===== src/hdl/stdfr_pkg.sv =====
// Types and constants shared by the frame deframer modules.
`default_nettype none

package stdfr_pkg;

   localparam int unsigned HEADER_BYTES = 12;
   localparam int unsigned LEN_W        = 25;

   localparam logic [LEN_W-1:0] CAPACITY_RESET = 25'd65536;

   // Header byte positions
   localparam logic [3:0] POS_TYPE      = 4'd0;
   localparam logic [3:0] POS_RSV       = 4'd1;
   localparam logic [3:0] POS_EXT_HI    = 4'd2;
   localparam logic [3:0] POS_EXT_LO    = 4'd3;
   localparam logic [3:0] POS_LEN_FIRST = 4'd4;
   localparam logic [3:0] POS_LAST      = 4'(HEADER_BYTES - 1);

   // Frame types
   localparam logic [7:0] TYPE_FINAL    = 8'h00;
   localparam logic [7:0] TYPE_DROPPED  = 8'h01;
   localparam logic [7:0] TYPE_CONT     = 8'h02;
   localparam logic [7:0] TYPE_TIMECODE = 8'h31;

   // Last timecode header byte
   localparam logic [7:0] TC_LAST_BYTE  = 8'h02;

   // Result kinds
   localparam logic [1:0] KIND_DATA     = 2'd0;
   localparam logic [1:0] KIND_BAD_MSG  = 2'd1;
   localparam logic [1:0] KIND_NO_SPACE = 2'd2;

   typedef enum logic [2:0] {
      PH_HEADER  = 3'd0,
      PH_PAYLOAD = 3'd1,
      PH_DISCARD = 3'd2,
      PH_TC0     = 3'd3,
      PH_TC1     = 3'd4
   } phase_type;

   // Byte held in the input register, offered to the parser
   typedef struct packed {
      logic       valid;
      logic [7:0] rx_byte;
   } item_type;

endpackage

`default_nettype wire


===== src/hdl/stdfr_in_stage.sv =====
// Input register stage of the frame deframer.
`default_nettype none

module stdfr_in_stage (
   input  wire logic              clock,
   input  wire logic              reset,
   input  wire logic              req_valid,
   output logic                   req_ready,
   input  wire logic [7:0]        req_rx_byte,
   output stdfr_pkg::item_type    item,
   input  wire logic              take
);

   logic       valid_ff, valid_in;
   logic [7:0] byte_ff;
   logic       accept;

   assign req_ready = !valid_ff || take;
   assign accept    = req_valid && req_ready;

   always_comb begin
      priority if (accept) begin
         valid_in = 1'b1;
      end else if (take) begin
         valid_in = 1'b0;
      end else begin
         valid_in = valid_ff;
      end
   end

   always_ff @(posedge clock) begin
      if (reset) begin
         valid_ff <= 1'b0;
      end else begin
         valid_ff <= valid_in;
      end
   end

   always_ff @(posedge clock) begin
      if (accept) begin
         byte_ff <= req_rx_byte;
      end
   end

   assign item.valid   = valid_ff;
   assign item.rx_byte = byte_ff;

endmodule

`default_nettype wire


===== src/hdl/stdfr_parser.sv =====
// Frame header parser, payload counter and result register.
`default_nettype none

module stdfr_parser (
   input  wire logic                          clock,
   input  wire logic                          reset,
   input  wire stdfr_pkg::item_type           item,
   output logic                               take,
   input  wire logic                          csr_wr_en,
   input  wire logic [stdfr_pkg::LEN_W-1:0]   csr_wr_data,
   output logic                               rsp_valid,
   input  wire logic                          rsp_ready,
   output logic [1:0]                         rsp_kind,
   output logic [7:0]                         rsp_data_byte,
   output logic                               rsp_last,
   output logic [stdfr_pkg::LEN_W-1:0]        rsp_packet_length
);

   localparam int unsigned LW = stdfr_pkg::LEN_W;

   stdfr_pkg::phase_type phase_ff, phase_in, phase_next;
   logic [3:0]    pos_ff, pos_in;
   logic [7:0]    type_ff, type_in;
   logic          rsv_ff, rsv_in;
   logic [15:0]   ext_ff, ext_in;
   logic [63:0]   len_ff, len_in;
   logic          tc_ok_ff, tc_ok_in;
   logic [LW-1:0] left_ff, left_in, left_dec;
   logic [LW-1:0] room_ff, room_in;
   logic [LW-1:0] coll_ff, coll_in, coll_inc;
   logic [LW-1:0] cap_ff;

   // header byte updates and checks
   logic [7:0]    h_type;
   logic          h_rsv;
   logic [15:0]   h_ext;
   logic [63:0]   h_len;
   logic          h_tc_ok;
   logic [LW-1:0] h_room;
   logic          h_done;
   logic          h_err;
   logic [1:0]    h_kind;
   logic          type_known;

   logic [7:0]    b;

   // result
   logic          res_valid;
   logic [1:0]    res_kind;
   logic [7:0]    res_data;
   logic          res_last;
   logic [LW-1:0] res_len;

   logic          out_valid_ff, out_valid_in;
   logic [1:0]    out_kind_ff;
   logic [7:0]    out_data_ff;
   logic          out_last_ff;
   logic [LW-1:0] out_len_ff;

   assign b    = item.rx_byte;
   assign take = item.valid && (!out_valid_ff || rsp_ready);

   assign left_dec = left_ff - LW'(left_ff != '0);
   assign coll_inc = coll_ff + LW'(1);

   // Header field accumulation, using the current byte
   always_comb begin
      h_type  = type_ff;
      h_rsv   = rsv_ff;
      h_ext   = ext_ff;
      h_len   = len_ff;
      h_tc_ok = tc_ok_ff;
      h_room  = room_ff;
      priority if (pos_ff == stdfr_pkg::POS_TYPE) begin
         h_type  = b;
         h_rsv   = 1'b0;
         h_ext   = '0;
         h_len   = '0;
         h_tc_ok = 1'b1;
         if (coll_ff == '0) begin
            h_room = cap_ff;
         end
      end else if (pos_ff == stdfr_pkg::POS_RSV) begin
         h_rsv = (b != 8'd0);
      end else if (pos_ff < stdfr_pkg::POS_LEN_FIRST) begin
         h_ext = {ext_ff[7:0], b};
      end else begin
         h_len = {len_ff[55:0], b};
      end
      if (pos_ff >= stdfr_pkg::POS_EXT_HI && pos_ff < stdfr_pkg::POS_LAST && b != 8'd0) begin
         h_tc_ok = 1'b0;
      end
      if (pos_ff == stdfr_pkg::POS_LAST && b != stdfr_pkg::TC_LAST_BYTE) begin
         h_tc_ok = 1'b0;
      end
   end

   assign h_done     = (pos_ff >= stdfr_pkg::POS_LAST);
   assign type_known = (h_type == stdfr_pkg::TYPE_FINAL)   ||
                       (h_type == stdfr_pkg::TYPE_DROPPED) ||
                       (h_type == stdfr_pkg::TYPE_CONT)    ||
                       (h_type == stdfr_pkg::TYPE_TIMECODE);

   // Header verdict, checks in order
   always_comb begin
      h_err  = 1'b1;
      h_kind = stdfr_pkg::KIND_BAD_MSG;
      priority if (!type_known) begin
         h_kind = stdfr_pkg::KIND_BAD_MSG;
      end else if (h_rsv) begin
         h_kind = stdfr_pkg::KIND_BAD_MSG;
      end else if (h_ext != '0 || h_len > {{(64-LW){1'b0}}, room_ff}) begin
         h_kind = stdfr_pkg::KIND_NO_SPACE;
      end else if (h_len == '0) begin
         h_kind = stdfr_pkg::KIND_BAD_MSG;
      end else if (h_type == stdfr_pkg::TYPE_TIMECODE && !h_tc_ok) begin
         h_kind = stdfr_pkg::KIND_BAD_MSG;
      end else begin
         h_err = 1'b0;
      end
   end

   // Next phase
   always_comb begin
      phase_next = stdfr_pkg::PH_HEADER;
      unique case (phase_ff)
         stdfr_pkg::PH_HEADER: begin
            if (h_done && !h_err) begin
               priority if (h_type == stdfr_pkg::TYPE_TIMECODE) begin
                  phase_next = stdfr_pkg::PH_TC0;
               end else if (h_type == stdfr_pkg::TYPE_DROPPED) begin
                  phase_next = stdfr_pkg::PH_DISCARD;
               end else begin
                  phase_next = stdfr_pkg::PH_PAYLOAD;
               end
            end
         end
         stdfr_pkg::PH_PAYLOAD: begin
            phase_next = (left_dec == '0) ? stdfr_pkg::PH_HEADER : stdfr_pkg::PH_PAYLOAD;
         end
         stdfr_pkg::PH_DISCARD: begin
            phase_next = (left_dec == '0) ? stdfr_pkg::PH_HEADER : stdfr_pkg::PH_DISCARD;
         end
         stdfr_pkg::PH_TC0: begin
            phase_next = stdfr_pkg::PH_TC1;
         end
         stdfr_pkg::PH_TC1: begin
            phase_next = stdfr_pkg::PH_HEADER;
         end
         default: begin
            phase_next = stdfr_pkg::PH_HEADER;
         end
      endcase
   end

   assign phase_in = take ? phase_next : phase_ff;

   // Datapath updates and result
   always_comb begin
      pos_in    = pos_ff;
      type_in   = type_ff;
      rsv_in    = rsv_ff;
      ext_in    = ext_ff;
      len_in    = len_ff;
      tc_ok_in  = tc_ok_ff;
      left_in   = left_ff;
      room_in   = room_ff;
      coll_in   = coll_ff;
      res_valid = 1'b0;
      res_kind  = stdfr_pkg::KIND_DATA;
      res_data  = '0;
      res_last  = 1'b0;
      res_len   = '0;
      unique case (phase_ff)
         stdfr_pkg::PH_HEADER: begin
            type_in  = h_type;
            rsv_in   = h_rsv;
            ext_in   = h_ext;
            len_in   = h_len;
            tc_ok_in = h_tc_ok;
            room_in  = h_room;
            if (h_done) begin
               pos_in = '0;
               if (h_err) begin
                  coll_in   = '0;
                  res_valid = 1'b1;
                  res_kind  = h_kind;
               end else begin
                  // length already checked against the room left, so it fits
                  left_in = h_len[LW-1:0];
               end
            end else begin
               pos_in = pos_ff + 4'd1;
            end
         end
         stdfr_pkg::PH_PAYLOAD: begin
            left_in   = left_dec;
            room_in   = room_ff - LW'(room_ff != '0);
            coll_in   = coll_inc;
            res_valid = 1'b1;
            res_data  = b;
            if (left_dec == '0) begin
               pos_in = '0;
               if (type_ff == stdfr_pkg::TYPE_FINAL) begin
                  coll_in  = '0;
                  res_last = 1'b1;
                  res_len  = coll_inc;
               end
            end
         end
         stdfr_pkg::PH_DISCARD: begin
            left_in = left_dec;
            if (left_dec == '0) begin
               pos_in    = '0;
               coll_in   = '0;
               res_valid = 1'b1;
               res_kind  = stdfr_pkg::KIND_BAD_MSG;
            end
         end
         stdfr_pkg::PH_TC0: begin
         end
         stdfr_pkg::PH_TC1: begin
            pos_in = '0;
            if (b != 8'd0) begin
               coll_in   = '0;
               res_valid = 1'b1;
               res_kind  = stdfr_pkg::KIND_BAD_MSG;
            end
         end
         default: begin
            pos_in  = '0;
            coll_in = '0;
         end
      endcase
   end

   always_ff @(posedge clock) begin
      if (reset) begin
         phase_ff <= stdfr_pkg::PH_HEADER;
         pos_ff   <= '0;
         type_ff  <= '0;
         rsv_ff   <= 1'b0;
         ext_ff   <= '0;
         len_ff   <= '0;
         tc_ok_ff <= 1'b1;
         left_ff  <= '0;
         room_ff  <= '0;
         coll_ff  <= '0;
      end else begin
         phase_ff <= phase_in;
         if (take) begin
            pos_ff   <= pos_in;
            type_ff  <= type_in;
            rsv_ff   <= rsv_in;
            ext_ff   <= ext_in;
            len_ff   <= len_in;
            tc_ok_ff <= tc_ok_in;
            left_ff  <= left_in;
            room_ff  <= room_in;
            coll_ff  <= coll_in;
         end
      end
   end

   always_ff @(posedge clock) begin
      if (reset) begin
         cap_ff <= stdfr_pkg::CAPACITY_RESET;
      end else if (csr_wr_en) begin
         cap_ff <= csr_wr_data;
      end
   end

   // Result register
   assign out_valid_in = take ? res_valid : (out_valid_ff && !rsp_ready);

   always_ff @(posedge clock) begin
      if (reset) begin
         out_valid_ff <= 1'b0;
      end else begin
         out_valid_ff <= out_valid_in;
      end
   end

   always_ff @(posedge clock) begin
      if (take) begin
         out_kind_ff <= res_kind;
         out_data_ff <= res_data;
         out_last_ff <= res_last;
         out_len_ff  <= res_len;
      end
   end

   assign rsp_valid         = out_valid_ff;
   assign rsp_kind          = out_kind_ff;
   assign rsp_data_byte     = out_data_ff;
   assign rsp_last          = out_last_ff;
   assign rsp_packet_length = out_len_ff;

endmodule

`default_nettype wire


===== src/hdl/spacewire_tcp_frame_deframer.sv =====
// A req byte goes through the input register, then the parser into the result reg, to its rsp.
// One stream byte per cycle while no held rsp stalls; a byte with no result is still taken.
// The result register is held while rsp_ready is low and a new byte waits in the input register.
// Synchronous active-high reset: parser returns to the start of a header, no rsp pending,
// buffer capacity returns to 65536 bytes.
`default_nettype none

module spacewire_tcp_frame_deframer (
   input  wire logic                        clock,
   input  wire logic                        reset,
   // stream byte input
   input  wire logic                        req_valid,
   output logic                             req_ready,
   input  wire logic [7:0]                  req_rx_byte,
   // result output
   output logic                             rsp_valid,
   input  wire logic                        rsp_ready,
   output logic [1:0]                       rsp_kind,
   output logic [7:0]                       rsp_data_byte,
   output logic                             rsp_last,
   output logic [stdfr_pkg::LEN_W-1:0]      rsp_packet_length,
   // buffer capacity register
   input  wire logic                        csr_wr_en,
   input  wire logic [stdfr_pkg::LEN_W-1:0] csr_wr_data
);

   // Byte handed from the input register to the parser; take marks its transfer
   stdfr_pkg::item_type item;
   logic                take;

   // Hold each accepted byte until taken; refill in the same cycle the parser drains it
   stdfr_in_stage u_in_stage (
      .clock       (clock),
      .reset       (reset),
      .req_valid   (req_valid),
      .req_ready   (req_ready),
      .req_rx_byte (req_rx_byte),
      .item        (item),
      .take        (take)
   );

   // Strip headers, count payload against the remaining buffer space, drop timecodes,
   // and register at most one result per byte
   stdfr_parser u_parser (
      .clock             (clock),
      .reset             (reset),
      .item              (item),
      .take              (take),
      .csr_wr_en         (csr_wr_en),
      .csr_wr_data       (csr_wr_data),
      .rsp_valid         (rsp_valid),
      .rsp_ready         (rsp_ready),
      .rsp_kind          (rsp_kind),
      .rsp_data_byte     (rsp_data_byte),
      .rsp_last          (rsp_last),
      .rsp_packet_length (rsp_packet_length)
   );

endmodule

`default_nettype wire


===== config.mk =====
export PLATFORM = sky130hd
export DESIGN_NAME = spacewire_tcp_frame_deframer
export DESIGN_NICKNAME = d
export VERILOG_FILES = /design/src/hdl/stdfr_pkg.sv /design/src/hdl/stdfr_in_stage.sv /design/src/hdl/stdfr_parser.sv /design/src/hdl/spacewire_tcp_frame_deframer.sv
export SDC_FILE = /design/constraint.sdc
export NUM_CORES = 1
export LEC_CHECK = 0
export BUFFER_PORTS_ARGS = -buffer_cell sky130_fd_sc_hd__buf_2
export CORE_MARGIN = 10
export CORE_UTILIZATION = 38
export CTS_CLUSTER_SIZE = 10
export DETAILED_ROUTE_END_ITERATION = 16
export PLACE_DENSITY_LB_ADDON = 0.25
export SLEW_MARGIN = 40
export SYNTH_ARGS = -nofsm -noshare
export SYNTH_HDL_FRONTEND = slang
export SYNTH_HIERARCHICAL = 1
export SYNTH_SLANG_ARGS = --single-unit

===== constraint.sdc =====
create_clock -name clock -period 12.1 [get_ports clock]
set_clock_uncertainty 0.2 [all_clocks]
set_input_delay 1.21 -clock clock [delete_from_list [all_inputs] [get_ports clock]]
set_output_delay 1.21 -clock clock [all_outputs]
set_load 0.01 [all_outputs]

==> results.yml <==
layout:
  multiInputGateArea_um2: 6960
  fillers: 3371
  n_antenna_cell: 0
  area_growth_pct: 11.54
  num-nets-final: 1654
  seqCellArea_um2: 5305
  fin_util: 0.4310
  layout-drive-gt1-share: 0.1031
placement:
  finalWeightedCongestion: 0.8795
  portBuffers: 75
  dpl.hpwl_mm: 24.53
  place_ws_ns: 7.009
route:
  drtIter0Drc: 963
  first_pass_iters: 5
  drc: 0
  wl_mm: 36.02
  wire_per_inst_um: 17.58
  drt-vias-per-instance: 5.727
  ant_nets: 0
  via_count: 11735
yosys:
  ys_ff_latch: 243
  yosys_warnings: 6
  yosysSeqAreaShare: 0.4084
  synth_fp_nets: 1651
  syn_inst: 1579
  synth_edf_count: 44
  synth_top_area_cell: "dfxtp_1"
  avgSynthCellArea_um2: 8.227
  yosys_most_used_dff: "dfxtp_1"
  synthArstFlopShare: 0
  syn_area_um2: 12990
  ys_top_cells_by_area: "dfxtp_1 (31%), edfxtp_1 (10%), nor2_1 (7.0%)"
  synth_top_area_frac: 0.3067
  synth_cell_types: 79
critical_path:
  critPathArrivalTime_ns: 5.43
  start_kind: "flip-flop"
  cpLargestDelayFamily: "simple AND/OR/NAND/NOR gates"
  crit_buf_inv: 0
  worstSetupPathType: "flip-flop to flip-flop"
  critical-path-max-stage-delay_ns: 0.55
  path_max_fanout: 16
  r2r_slack_ns: 6.91
  crit_path_end_kind: "flip-flop"
  required_ns: 12.34
  worstPathCellList: "nor3_1 > nand4b_1 > nand2b_1 > nor2_1 > nand4_1 > ha_1 > ha_1 > nor3b_1 > and3_1 > xnor2_1 > nand4_1 > nor4_4 > a21boi_2 > nand2b_2 > nor3b_1 > a221o_1"
  r2r_end: "u_parser/coll_ff[8]"
  r2r_cells: 16
  worstReg2RegStart: "u_parser/left_ff[12]"
  critPathSlowestCell: "nor3_1"
min_path:
  hold_class: "flip-flop to flip-flop"
  hp-start: "u_parser/rsv_ff"
  whs_endpoint: "u_parser/rsv_ff"
  whs_path_depth: 2
die:
  initial_core_util: 0.3865
  core_area_um2: 33620
  die-area_um2: 41980
  io_pins: 76
  fp-row-count: 67
  die_h_um: 204.9
  die_w_um: 204.9
cts:
  path_clk_slew_ns: 0.06
  cts_inserted_buffers: 30
  cts_buffer_depth: 3
  post-cts-setup-buffer-count: 0
  clkLatencyLatePin_ns: 0.57
  cts_max_level: 1
  cts_sinks: 243
  ctsHoldBuffers: 0
  ctsResizeCount: 0
  cts_tree: "built"
  cts_root_buf: "clkbuf_16"
global_routing:
  grt_first_pass_wirelength_mm: 58.53
  antenna_found_initial: 0
  grt_max_degree: 92
  grt_pass1_vias: 11017
  grt.total_usage: 0.1671
  globalRouteOverflowTotal: 0
timing:
  rsz0062_at_grt: "false"
  slew_violations: 0
  hold_viol: 0
  setup_viol: 0
  tns_ns: 0
  tightestPinTransition_ns: 0.7811
  holdWs_ns: 0.2609
  period_needed_ns: 5.189
  fin_ws_ns: 6.911
  relSlewSlack: 0.4792
  period_share: 0.4288
  fmax_ghz: 0.1927
job:
  drv_cap: 0
outcome:
  outcome: "complete, no violations"
pwr:
  leakage_nw: 5.736
  power_density_nw_per_um2: 142.5
  peakVddDrop_mv: 0.1139
-- worst register-to-register path, delay by kind of cell (launching register included) --
kind / cells / cell delay (ns)
AO/OA/AOI/OAI: 2 / 0.58
XOR/XNOR: 1 / 0.18
adder cells (fa/ha/maj): 2 / 0.56
flip-flops: 1 / 0.33
AND/OR/NAND/NOR: 11 / 3.24
-- cell usage in the layout (no fill, tap or decap), types with 27 or more instances in the layout --
master / synthesis / final
nand3_1: 35 / 34
nor3_1: 55 / 55
o21ai_0: 76 / 76
a22oi_1: 60 / 60
nor2_1: 243 / 239
edfxtp_1: 44 / 44
nand2_1: 111 / 110
ha_1: 34 / 34
clkbuf_16: 0 / 31
and3_1: 27 / 27
a211oi_1: 55 / 55
buf_2: 17 / 74
mux2i_1: 29 / 29
inv_1: 70 / 70
nor4b_1: 29 / 29
dfxtp_1: 199 / 199
nand4_1: 32 / 32
a21oi_1: 117 / 117
-- power by group --
group	internal [mW]	total, mW	switching (mW)
Sequential	0.856	0.887	0.0305
Combinational	0.118	0.342	0.225
Clock	0.501	0.835	0.335
-- synthesized netlist by cell type (all sizes together) (7+ instances only) --
| master | number |
|---|---|
| a221o | 10 |
| nand2 | 111 |
| o22ai | 7 |
| a21oi | 118 |
| dfxtp | 199 |
| nor4 | 27 |
| o31ai | 11 |
| clkbuf | 89 |
| xnor2 | 9 |
| a22oi | 60 |
| nor3 | 56 |
| o21ai | 79 |
| ha | 34 |
| nor2 | 244 |
| inv | 70 |
| mux2i | 29 |
| nand3 | 36 |
| nor4b | 30 |
| nand4 | 32 |
| a211oi | 55 |
| nor3b | 8 |
| nand2b | 14 |
| a21o | 7 |
| a31oi | 9 |
| a211o | 9 |
| buf | 28 |
| or4 | 10 |
| a22o | 7 |
| o211ai | 11 |
| and2 | 11 |
| edfxtp | 44 |
| or3 | 14 |
| and3 | 27 |
| xor2 | 18 |
-- per-stage QoR --
step	area, µm²	std cells	power, mW
after CTS	14490	2049	2.086
after floorplan	12990	1579	1.145
after global placement	13540	1998	1.236
final	14490	2049	2.064
after global routing	14490	2049	2.165
after detailed placement	13570	1998	1.242
-- worst max-delay path by stage --
stage	start	endpoint	slack (ns)	cells past startpoint
2_1_floorplan	u_parser/left_ff[10]	u_parser/coll_ff[7]	7.76	20
6_report	u_parser/left_ff[12]	u_parser/coll_ff[8]	6.91	16
5_1_grt	u_parser/left_ff[12]	u_parser/coll_ff[7]	6.48	16
3_3_place_gp	u_parser/pos_ff[1]	u_parser/left_ff[2]	6.91	16
3_5_place_dp	u_parser/left_ff[12]	u_parser/coll_ff[8]	7.01	16
4_1_cts	u_parser/left_ff[12]	u_parser/coll_ff[8]	6.96	16
-- flip-flops by register name (all words and copies together) (netlist names) --
| register | flops |
|---|---|
| u_parser/rsp_kind | 2 |
| u_parser/tc_ok_ff | 1 |
| u_parser/rsp_packet_length | 25 |
| u_parser/rsp_data_byte | 8 |
| u_parser/coll_ff | 25 |
| u_parser/ext_ff | 16 |
| u_parser/len_ff | 64 |
| u_in_stage/valid_ff | 1 |
| u_parser/pos_ff | 4 |
| u_parser/room_ff | 25 |
| u_parser/type_ff | 8 |
| u_parser/phase_ff | 3 |
| u_parser/cap_ff | 25 |
| u_parser/left_ff | 25 |
| u_parser/rsp_valid | 1 |
| u_in_stage/byte_ff | 8 |
| u_parser/rsv_ff | 1 |
| u_parser/rsp_last | 1 |
-- per-layer routing --
metal / up-vias / global-route usage / wire (µm)
li1: 5759 / - / -
met1: 5598 / 0.2245 / 16840
met2: 322 / 0.2694 / 16300
met3: 56 / 0.02764 / 2006
met4: 0 / 0.05014 / 868
met5: - / 0 / 0
-- area by class of cell --
type,instances,share of cell area
clock buffers,48,0.06208
inverters,70,0.01813
repair buffers,88,0.03359
multi-input cells,1149,0.4804
well taps,448,0.03868
flip-flops and latches,243,0.3661
clock inverters,3,0.001036
-- cell families (layout without fill, tap and decap cells) --
| kind of cell | after synthesis | in the layout | synth area share |
|---|---|---|---|
| simple gates | 638 | 638 | 0.2451 |
| compound gates | 419 | 419 | 0.2118 |
| flops | 243 | 243 | 0.4084 |
| buf+inv | 187 | 209 | 0.05971 |
| fa+ha+maj | 34 | 34 | 0.03275 |
| mux | 31 | 31 | 0.02408 |
| xor+xnor | 27 | 27 | 0.01820 |
No activity file was read; power rests on OpenSTA's default activity.
